### src/rtl/wsc_pkg.sv
// Shared types and constants for the wavetable sound channel.
// Holds request codes, register map, volume codes and the controller/datapath link.
// No dependencies.
package wsc_pkg;

  // Request kinds carried on in_tuser
  localparam logic [1:0] ACT_READ    = 2'd0;
  localparam logic [1:0] ACT_WRITE   = 2'd1;
  localparam logic [1:0] ACT_ADVANCE = 2'd2;
  localparam logic [1:0] ACT_LENGTH  = 2'd3;

  // Control register map
  localparam logic [4:0] REG_DAC     = 5'd0;
  localparam logic [4:0] REG_LENGTH  = 5'd1;
  localparam logic [4:0] REG_VOLUME  = 5'd2;
  localparam logic [4:0] REG_PER_LO  = 5'd3;
  localparam logic [4:0] REG_CONTROL = 5'd4;

  // Read-back masks: unused bits read as one
  localparam logic [7:0] MASK_DAC     = 8'h7F;
  localparam logic [7:0] MASK_VOLUME  = 8'h9F;
  localparam logic [7:0] MASK_CONTROL = 8'hBF;
  localparam logic [7:0] READ_OPEN    = 8'hFF;

  // Volume codes
  localparam logic [1:0] VOL_MUTE    = 2'd0;
  localparam logic [1:0] VOL_FULL    = 2'd1;
  localparam logic [1:0] VOL_HALF    = 2'd2;
  localparam logic [1:0] VOL_QUARTER = 2'd3;

  localparam logic [8:0] LENGTH_FULL = 9'd256;

  typedef struct packed {
    logic load;   // latch the accepted request
    logic exec;   // apply the request to the channel state
    logic wrap;   // one period reload, advance position
    logic fetch;  // capture a wave-memory read byte, read the playing wave byte
    logic emit;   // load the result register
  } cmd_t;

  typedef struct packed {
    logic wrap_due;  // timer ran out during an advance
    logic out_free;  // result register can take a new result
  } sts_t;

  // Timer reload: (2048 - period) * 2
  function automatic logic [12:0] reload_of(input logic [10:0] period);
    logic [11:0] diff;
    diff = 12'd2048 - {1'b0, period};
    return {diff, 1'b0};
  endfunction

endpackage

### src/rtl/wsc_ctrl.sv
// Request sequencer for the wavetable sound channel.
// Drives wsc_datapath through wsc_pkg::cmd_t; depends on wsc_pkg.
module wsc_ctrl (
  input  logic          clk,
  input  logic          rst_n,
  input  logic          in_tvalid,
  output logic          in_tready,
  input  wsc_pkg::sts_t sts,
  output wsc_pkg::cmd_t cmd
);

  localparam logic [1:0] S_IDLE   = 2'd0;
  localparam logic [1:0] S_EXEC   = 2'd1;
  localparam logic [1:0] S_STEP   = 2'd2;
  localparam logic [1:0] S_RESULT = 2'd3;

  logic [1:0] state_r;
  logic [1:0] state_nxt;

  always_comb begin
    state_nxt = state_r;
    cmd       = '0;
    in_tready = 1'b0;
    case (state_r)
      S_IDLE: begin
        in_tready = 1'b1;
        if (in_tvalid) begin
          cmd.load  = 1'b1;
          state_nxt = S_EXEC;
        end
      end
      S_EXEC: begin
        cmd.exec  = 1'b1;
        state_nxt = S_STEP;
      end
      S_STEP: begin
        // spin on the reload adder until the timer is positive again
        if (sts.wrap_due) begin
          cmd.wrap = 1'b1;
        end else begin
          cmd.fetch = 1'b1;
          state_nxt = S_RESULT;
        end
      end
      S_RESULT: begin
        if (sts.out_free) begin
          cmd.emit  = 1'b1;
          state_nxt = S_IDLE;
        end
      end
      default: begin
        state_nxt = S_IDLE;
      end
    endcase
  end

  always_ff @(posedge clk) begin
    if (!rst_n) begin
      state_r <= S_IDLE;
    end else begin
      state_r <= state_nxt;
    end
  end

endmodule

### src/rtl/wsc_datapath.sv
// Channel state, wave memory, period timer and result register.
// Commanded by wsc_ctrl; depends on wsc_pkg.
module wsc_datapath #(
  parameter int WAVE_BYTES = 16
) (
  input  logic          clk,
  input  logic          rst_n,
  input  logic [1:0]    in_tuser,
  input  logic [23:0]   in_tdata,
  input  wsc_pkg::cmd_t cmd,
  output wsc_pkg::sts_t sts,
  output logic          out_tvalid,
  input  logic          out_tready,
  output logic [15:0]   out_tdata
);

  localparam int AW = $clog2(WAVE_BYTES);

  // latched request
  logic [1:0] act_r;
  logic [4:0] addr_r;
  logic [7:0] wdata_r;
  logic [7:0] cyc_r;

  // channel state
  logic [7:0]         dac_reg_r;
  logic [7:0]         vol_reg_r;
  logic [7:0]         ctl_reg_r;
  logic [7:0]         per_lo_r;
  logic               en_r;
  logic [8:0]         len_r;
  logic [AW:0]        pos_r;
  logic signed [13:0] timer_r;

  // wave memory
  logic [7:0]            wave_mem [WAVE_BYTES];
  logic [WAVE_BYTES-1:0] vld_r;
  logic [7:0]            mem_q_r;
  logic                  mem_q_vld_r;
  logic                  mem_we;
  logic                  mem_re;
  logic [AW-1:0]         mem_ra;

  logic [7:0] rd_r;

  logic       out_vld_r;
  logic [7:0] out_rd_r;
  logic [3:0] out_smp_r;
  logic       out_on_r;

  logic [10:0]        period;
  logic signed [13:0] reload;
  logic               is_wave;
  logic [7:0]         bus_rd;
  logic [8:0]         len_dec;
  logic [7:0]         wave_byte;
  logic [3:0]         nib;
  logic [3:0]         sample;

  assign period  = {ctl_reg_r[2:0], per_lo_r};
  assign reload  = $signed({1'b0, wsc_pkg::reload_of(period)});
  assign is_wave = addr_r[4];
  assign len_dec = (len_r != 9'd0) ? len_r - 9'd1 : 9'd0;

  always_comb begin
    case (addr_r)
      wsc_pkg::REG_DAC:     bus_rd = dac_reg_r | wsc_pkg::MASK_DAC;
      wsc_pkg::REG_VOLUME:  bus_rd = vol_reg_r | wsc_pkg::MASK_VOLUME;
      wsc_pkg::REG_CONTROL: bus_rd = ctl_reg_r | wsc_pkg::MASK_CONTROL;
      default:              bus_rd = wsc_pkg::READ_OPEN;
    endcase
  end

  assign sts.wrap_due = (act_r == wsc_pkg::ACT_ADVANCE) && en_r && (timer_r <= 14'sd0);
  assign sts.out_free = !out_vld_r || out_tready;

  // request latch
  always_ff @(posedge clk) begin
    if (cmd.load) begin
      act_r   <= in_tuser;
      addr_r  <= in_tdata[4:0];
      wdata_r <= in_tdata[12:5];
      cyc_r   <= in_tdata[20:13];
    end
  end

  // channel state
  always_ff @(posedge clk) begin
    if (!rst_n) begin
      dac_reg_r <= '0;
      vol_reg_r <= '0;
      ctl_reg_r <= '0;
      per_lo_r  <= '0;
      en_r      <= 1'b0;
      len_r     <= '0;
      pos_r     <= '0;
      timer_r   <= '0;
    end else if (cmd.exec) begin
      case (act_r)
        wsc_pkg::ACT_WRITE: begin
          case (addr_r)
            wsc_pkg::REG_DAC: begin
              dac_reg_r <= wdata_r;
              if (!wdata_r[7]) begin
                en_r <= 1'b0;
              end
            end
            wsc_pkg::REG_LENGTH: begin
              len_r <= wsc_pkg::LENGTH_FULL - {1'b0, wdata_r};
            end
            wsc_pkg::REG_VOLUME: begin
              vol_reg_r <= wdata_r;
            end
            wsc_pkg::REG_PER_LO: begin
              per_lo_r <= wdata_r;
            end
            wsc_pkg::REG_CONTROL: begin
              ctl_reg_r <= wdata_r;
              if (wdata_r[7]) begin
                // trigger: restart from the first sample with a fresh period
                en_r    <= dac_reg_r[7];
                pos_r   <= '0;
                timer_r <= $signed({1'b0, wsc_pkg::reload_of({wdata_r[2:0], per_lo_r})});
                if (len_r == 9'd0) begin
                  len_r <= wsc_pkg::LENGTH_FULL;
                end
              end
            end
            default: begin
            end
          endcase
        end
        wsc_pkg::ACT_ADVANCE: begin
          if (en_r) begin
            timer_r <= timer_r - $signed({6'd0, cyc_r});
          end
        end
        wsc_pkg::ACT_LENGTH: begin
          if (ctl_reg_r[6]) begin
            len_r <= len_dec;
            if (len_dec == 9'd0) begin
              en_r <= 1'b0;
            end
          end
        end
        default: begin
        end
      endcase
    end else if (cmd.wrap) begin
      timer_r <= timer_r + reload;
      pos_r   <= pos_r + 1'b1;
    end
  end

  // wave memory: one write and one registered read port
  assign mem_we = cmd.exec && (act_r == wsc_pkg::ACT_WRITE) && is_wave;
  assign mem_re = cmd.exec || cmd.fetch;
  assign mem_ra = cmd.fetch ? pos_r[AW:1] : addr_r[AW-1:0];

  always_ff @(posedge clk) begin
    if (mem_we) begin
      wave_mem[addr_r[AW-1:0]] <= wdata_r;
    end
    if (mem_re) begin
      mem_q_r <= wave_mem[mem_ra];
    end
  end

  // entries never written read as zero
  always_ff @(posedge clk) begin
    if (!rst_n) begin
      vld_r       <= '0;
      mem_q_vld_r <= 1'b0;
    end else begin
      if (mem_we) begin
        vld_r[addr_r[AW-1:0]] <= 1'b1;
      end
      if (mem_re) begin
        mem_q_vld_r <= vld_r[mem_ra];
      end
    end
  end

  assign wave_byte = mem_q_vld_r ? mem_q_r : 8'd0;

  // read data: control registers at exec, wave byte once it is out of the memory
  always_ff @(posedge clk) begin
    if (cmd.exec) begin
      rd_r <= (act_r == wsc_pkg::ACT_READ) ? bus_rd : 8'd0;
    end else if (cmd.fetch && act_r == wsc_pkg::ACT_READ && is_wave) begin
      rd_r <= wave_byte;
    end
  end

  // even positions play the high nibble
  assign nib = pos_r[0] ? wave_byte[3:0] : wave_byte[7:4];

  always_comb begin
    if (!en_r || !dac_reg_r[7]) begin
      sample = 4'd0;
    end else begin
      case (vol_reg_r[6:5])
        wsc_pkg::VOL_FULL:    sample = nib;
        wsc_pkg::VOL_HALF:    sample = nib >> 1;
        wsc_pkg::VOL_QUARTER: sample = nib >> 2;
        default:              sample = 4'd0;
      endcase
    end
  end

  // result register
  always_ff @(posedge clk) begin
    if (!rst_n) begin
      out_vld_r <= 1'b0;
    end else if (cmd.emit) begin
      out_vld_r <= 1'b1;
    end else if (out_tready) begin
      out_vld_r <= 1'b0;
    end
  end

  always_ff @(posedge clk) begin
    if (cmd.emit) begin
      out_rd_r  <= rd_r;
      out_smp_r <= sample;
      out_on_r  <= en_r;
    end
  end

  assign out_tvalid = out_vld_r;
  assign out_tdata  = {3'b000, out_on_r, out_smp_r, out_rd_r};

  a_en_needs_dac: assert property (@(posedge clk) disable iff (!rst_n)
    en_r |-> dac_reg_r[7])
    else $error("channel enabled with DAC off");

  a_wrap_only_when_due: assert property (@(posedge clk) disable iff (!rst_n)
    cmd.wrap |-> (timer_r <= 14'sd0) && en_r)
    else $error("reload step issued while timer still running");

  a_timer_live_at_emit: assert property (@(posedge clk) disable iff (!rst_n)
    (cmd.emit && en_r) |-> (timer_r > 14'sd0))
    else $error("result emitted with an expired period timer");

  a_emit_needs_slot: assert property (@(posedge clk) disable iff (!rst_n)
    (out_vld_r && !out_tready) |-> !cmd.emit)
    else $error("result overwritten before it was taken");

endmodule

### src/rtl/wavetable_sound_channel.sv
// Top level of the wavetable sound channel.
// Instantiates wsc_ctrl and wsc_datapath; depends on wsc_pkg.
//
// Wave playback voice with five byte-wide control registers (0..4) and a
// wave memory of WAVE_BYTES bytes (32 four-bit samples) at addresses 16..31.
// Each input request is a register read, a register write, a timer advance
// by a cycle count, or a length clock, selected by in_tuser; every request
// returns exactly one result carrying the read data (0 for non-reads, 0xFF
// for unmapped reads), the current volume-scaled sample and the channel-on
// flag, all taken after the request has been applied. Writing register 4
// with bit 7 set triggers playback from position 0. A request passes from
// acceptance through the apply, step and result states, and a timer
// advance runs one reload step for every period reload that it crosses:
// the reload loop runs on a single adder, one reload per cycle.
// Requests are handled one at a time; a finished result waits in the
// output register while the next request is accepted, and the block
// stalls only when a second result is ready before the first is taken.
// Wave memory reads back zero until written; no clearing pass is needed
// after reset.
module wavetable_sound_channel #(
  parameter int WAVE_BYTES = 16
) (
  input  logic        clk,
  input  logic        rst_n,
  // request channel
  input  logic        in_tvalid,
  output logic        in_tready,
  input  logic [1:0]  in_tuser,   // [1:0] action
  input  logic [23:0] in_tdata,   // [4:0] reg_addr, [12:5] write_data, [20:13] cycles
  // result channel
  output logic        out_tvalid,
  input  logic        out_tready,
  output logic [15:0] out_tdata   // [7:0] read_data, [11:8] sample, [12] channel_on
);

  wsc_pkg::cmd_t cmd;
  wsc_pkg::sts_t sts;

  // sequencer: accept, apply, run the reload loop, fetch the sample, emit
  wsc_ctrl u_ctrl (
    .clk       (clk),
    .rst_n     (rst_n),
    .in_tvalid (in_tvalid),
    .in_tready (in_tready),
    .sts       (sts),
    .cmd       (cmd)
  );

  // registers, wave memory, period timer and the result register
  wsc_datapath #(
    .WAVE_BYTES (WAVE_BYTES)
  ) u_datapath (
    .clk        (clk),
    .rst_n      (rst_n),
    .in_tuser   (in_tuser),
    .in_tdata   (in_tdata),
    .cmd        (cmd),
    .sts        (sts),
    .out_tvalid (out_tvalid),
    .out_tready (out_tready),
    .out_tdata  (out_tdata)
  );

endmodule
### config.mk
export PLATFORM = sky130hd
export DESIGN_NAME = wavetable_sound_channel
export DESIGN_NICKNAME = d
export VERILOG_FILES = /design/src/rtl/wsc_pkg.sv /design/src/rtl/wsc_ctrl.sv /design/src/rtl/wsc_datapath.sv /design/src/rtl/wavetable_sound_channel.sv
export SDC_FILE = /design/constraint.sdc
export NUM_CORES = 1
export LEC_CHECK = 0
export BUFFER_PORTS_ARGS = -buffer_cell sky130_fd_sc_hd__buf_4
export CAP_MARGIN = 20
export CORE_MARGIN = 2
export CORE_UTILIZATION = 55
export DETAILED_ROUTE_END_ITERATION = 16
export PLACE_DENSITY = 0.81
export SETUP_SLACK_MARGIN = 0.05
export SYNTH_ARGS = -nofsm -noshare
export SYNTH_HDL_FRONTEND = slang
export SYNTH_SLANG_ARGS = --single-unit
### constraint.sdc
create_clock -name clk -period 9 [get_ports clk]
set_input_delay 0.45 -clock clk [delete_from_list [all_inputs] [get_ports clk]]
set_output_delay 0.45 -clock clk [all_outputs]
set_load 0.02 [all_outputs]
==> flow_summary.rst <==
.. list-table::
   :header-rows: 1

   * - Metric
     - Value
   * - Start-to-end type of the worst setup path
     - flop to flop
   * - Site Rows
     - 52
   * - Reported max-cap violation count
     - 0
   * - Starting density of the core
     - 0.561
   * - Clock Latency Late Sink
     - 540 ps
   * - Detailed-route wire length per cell
     - 19.0 µm
   * - Family with the most delay on the worst path
     - compound AO/OA/AOI/OAI gates
   * - Buffers & Inverters on Critical Path
     - 1
   * - Final hold viol count
     - 0
   * - Final Instance Count excl. Fillers
     - 1337
   * - Largest stage delay on the critical path
     - 600 ps
   * - Largest net degree at the start of global routing
     - 71
   * - Clock Skews
     - 19.6 ps
   * - Pwr per Cell Area
     - 265 nW/µm²
   * - Total number of vias
     - 8061
   * - Met3 usage in global routing
     - 0.0330
   * - Number of ports placed on the die boundary
     - 48
   * - Number of synthesized register bits
     - 244
   * - M1 GR Usage
     - 0.314
   * - Fraction of final layout cells sized beyond drive strength 1
     - 0.106
   * - Unrepaired setup endpoints after global routing
     - false
   * - Dominant cell type by count on the critical path
     - a21oi_1
   * - Placed instance area
     - 11900 µm²
   * - Detail Placement HPWL
     - 15.8 mm
   * - Area share of the largest cell type after synthesis
     - 0.474
   * - Largest fanout on the critical path
     - 66
   * - Final standard cell area without fillers
     - 12800 µm²
   * - Number of synthesized flops with an enable pin
     - 180
   * - Number of iterations in the first detailed-routing pass
     - 5
   * - Critical Path End Type
     - flop
   * - # diodes
     - 0
   * - Buffer cell driving the clock tree root
     - clkbuf_16
   * - # placed instances
     - 1289
   * - Crit share post-route
     - 0.407
   * - Seq/Total Area, Yosys
     - 0.587
   * - Startpoint types
     - flop
   * - Area growth from synthesis to layout
     - 12.1%
   * - Number of clock sinks
     - 244
   * - Warnings, synthesis
     - 0
   * - Remaining antenna violation count after routing
     - 0
   * - Clock period minus final worst setup slack
     - 3660 ps
   * - Worst rel slew slack
     - 0.325
   * - Leakage power summed over all cells
     - 4.60 nW
   * - Syn Area/Cell
     - 11.1 µm²
   * - Critical Path Slowest Stage Cell
     - buf_4
   * - Reg clk slew, reported paths
     - 60 ps
   * - Dominant cell by count in the synthesized netlist
     - edfxtp_1
   * - Hold Path Depth
     - 1
   * - Most frequent cells after synthesis
     - edfxtp_1, nand2_1, nor2_1
   * - Worst-path cell chain
     - nor2b_1 -> nand2_2 -> o21ai_4 -> mux2i_4 -> buf_4 -> a211oi_1 -> a311oi_1 -> a21oi_1 -> a21oi_1
   * - Number of distinct standard cells referenced by the synthesized netlist
     - 74
   * - Util after Layout
     - 0.629
   * - Total negative slack
     - 0 ps
   * - Number of buffers created by CTS
     - 25
   * - Required time at the worst-slack endpoint
     - 9310 ps
   * - Met2 track demand over resource in global routing
     - 0.387
   * - Class of the tightest hold or removal check
     - input port to flop
   * - Total of cells resized after clock tree synthesis
     - 0
   * - Via/cell ratio
     - 6.03
   * - VDD IR max
     - 0.165 mV
   * - Outcome
     - finished, final reports clean
   * - Number of buffers inserted by post-CTS setup repair
     - 0
   * - Count of mapped cells out of synthesis
     - 1027
   * - Die footprint
     - 21900 µm²
   * - Number of antenna violations at the first check in global routing
     - 0
   * - Maximum level of the CTS H-tree
     - 1
   * - Hold EP
     - u_datapath.cyc_r[4]
   * - Post-synthesis instance area
     - 11400 µm²
   * - DR DRC count
     - 0
   * - Most frequently used flop master after synthesis
     - edfxtp_1
   * - Start point of the worst min-delay path
     - in_tdata[17]
   * - Worst slew pin tran
     - 1010 ps
   * - Overall routed net length
     - 25.4 mm
   * - Count of endpoints failing setup in the final report
     - 0
   * - Global placer's final weighted congestion
     - 0.877
   * - Register-to-register setup slack
     - 5340 ps
   * - Starting DRT DRC Count
     - 842
   * - Clock tree from TritonCTS
     - yes
   * - Launch point of the worst reg-to-reg path
     - u_datapath.act_r[1]
   * - Final net count
     - 1109
   * - Global-route wire length before repair
     - 40.0 mm
   * - Aggregate global-route resource usage
     - 0.231
   * - Hold buffer count at cts
     - 0
   * - Grt ovf
     - 0
   * - Max Clock Freq
     - 273 MHz
   * - Number of global-route vias before repair
     - 7811
   * - Horizontal extent of the die
     - 148 µm
   * - Count of port buffers added during placement
     - 41
   * - Floorplan die height
     - 148 µm
   * - Cell type contributing the most total cell area after synthesis
     - edfxtp_1
   * - Asr flop ratio synth
     - 0
   * - Stages on the worst setup path
     - 9
   * - Terminus of the critical flop-to-flop path
     - u_datapath.mem_q_r[3]
   * - Cell types occupying the most area after synthesis
     - edfxtp_1, dfxtp_1, nand2_1
   * - Arrival time of the worst setup path
     - 3970 ps
   * - Final count of pins violating max slew
     - 0
   * - Core area
     - 20300 µm²
   * - Number of cells on the worst reg-to-reg path
     - 9
   * - Most Crowded Layer GR
     - met2
   * - CTS Buffer Depth
     - 3
[logic make-up (layout without fill, tap and decap cells)]
logic type | Yosys count | after routing | share of synthesized area
AND/OR/NAND/NOR | 364 | 364 | 0.146
flip-flops | 244 | 244 | 0.587
AO/OA/AOI/OAI | 234 | 234 | 0.143
buffers and inverters | 88 | 126 | 0.0339
XOR/XNOR | 33 | 33 | 0.0254
multiplexers | 32 | 32 | 0.0298
adder cells (fa/ha/maj) | 31 | 31 | 0.0354
other | 1 | 3 | 0.000329
[per-layer routing]
metal,wire length (µm),up-vias
met1,10400,3843
met5,0,-
met3,1990,55
met4,646,0
li1,-,3797
met2,12400,366
[cell type report]
class / instances / area [µm²]
fill: 1524 / 7530
sequential: 244 / 6690
tap: 270 / 338
clock buffer: 31 / 688
clock inverter: 15 / 188
inverter: 30 / 113
timing repair buffer: 50 / 393
multi-input combinational: 697 / 4360
[through the flow]
step	worst slack (ps)	total power [mW]	hold slack (ps)
after global placement	5440	2.25	404
after floorplan	6070	2.05	400
after detailed placement	5400	2.28	408
final	5340	3.38	104
after global routing	5100	3.52	95.3
after CTS	5400	3.37	94.4
[layout by cell type, fill, tap and decap left out, drive strengths merged, types with 10 or more instances in the layout]
cell / n
nand2b: 10
and2: 36
a311oi: 16
a31oi: 19
dfxtp: 64
edfxtp: 180
nor2b: 11
mux2i: 23
a21oi: 40
nor2: 118
nor3: 17
nand2: 132
o21ai: 34
clkbuf: 32
xor2: 16
a211oi: 51
buf: 49
inv: 31
ha: 29
xnor2: 17
[how the worst max path moves through the flow]
stage                              to              startpoint
4_1_cts         u_datapath.mem_q_r[4]     u_datapath.act_r[1]
5_1_grt         u_datapath.mem_q_r[1]     u_datapath.act_r[1]
2_1_floorplan  u_datapath.timer_r[13]  u_datapath.per_lo_r[0]
3_5_place_dp    u_datapath.mem_q_r[4]     u_datapath.act_r[1]
6_report        u_datapath.mem_q_r[3]     u_datapath.act_r[1]
3_3_place_gp    u_datapath.mem_q_r[4]     u_datapath.act_r[1]
[state kept, by name (all words and copies together), names as in the netlist, 4 cells and up]
signal / flops
u_datapath.mem_q_r: 8
u_datapath.addr_r: 5
u_datapath.timer_r: 14
u_datapath.len_r: 9
u_datapath.ctl_reg_r: 4
u_datapath.rd_r: 8
u_datapath.per_lo_r: 8
u_datapath.cyc_r: 8
u_datapath.wdata_r: 8
u_datapath.out_rd_r: 8
u_datapath.vld_r: 16
u_datapath.out_smp_r: 4
u_datapath.wave_mem: 128
u_datapath.pos_r: 5
[worst register-to-register path, delay by kind of cell (launching register included)]
family	cells	cell delay (ps)
buf+inv	1	600
compound gates	5	1370
flops	1	510
mux	1	300
simple gates	2	670
[report_power, final]
group          total (mW)  internal, mW  leakage (nW)  switching (mW)
Sequential           1.47          1.36          2.16           0.105
Clock                1.09         0.659         0.426           0.435
Combinational       0.820         0.286          2.02           0.534
Total                3.38          2.31          4.60            1.07
Note: power is estimated with default switching activity, not from simulation.
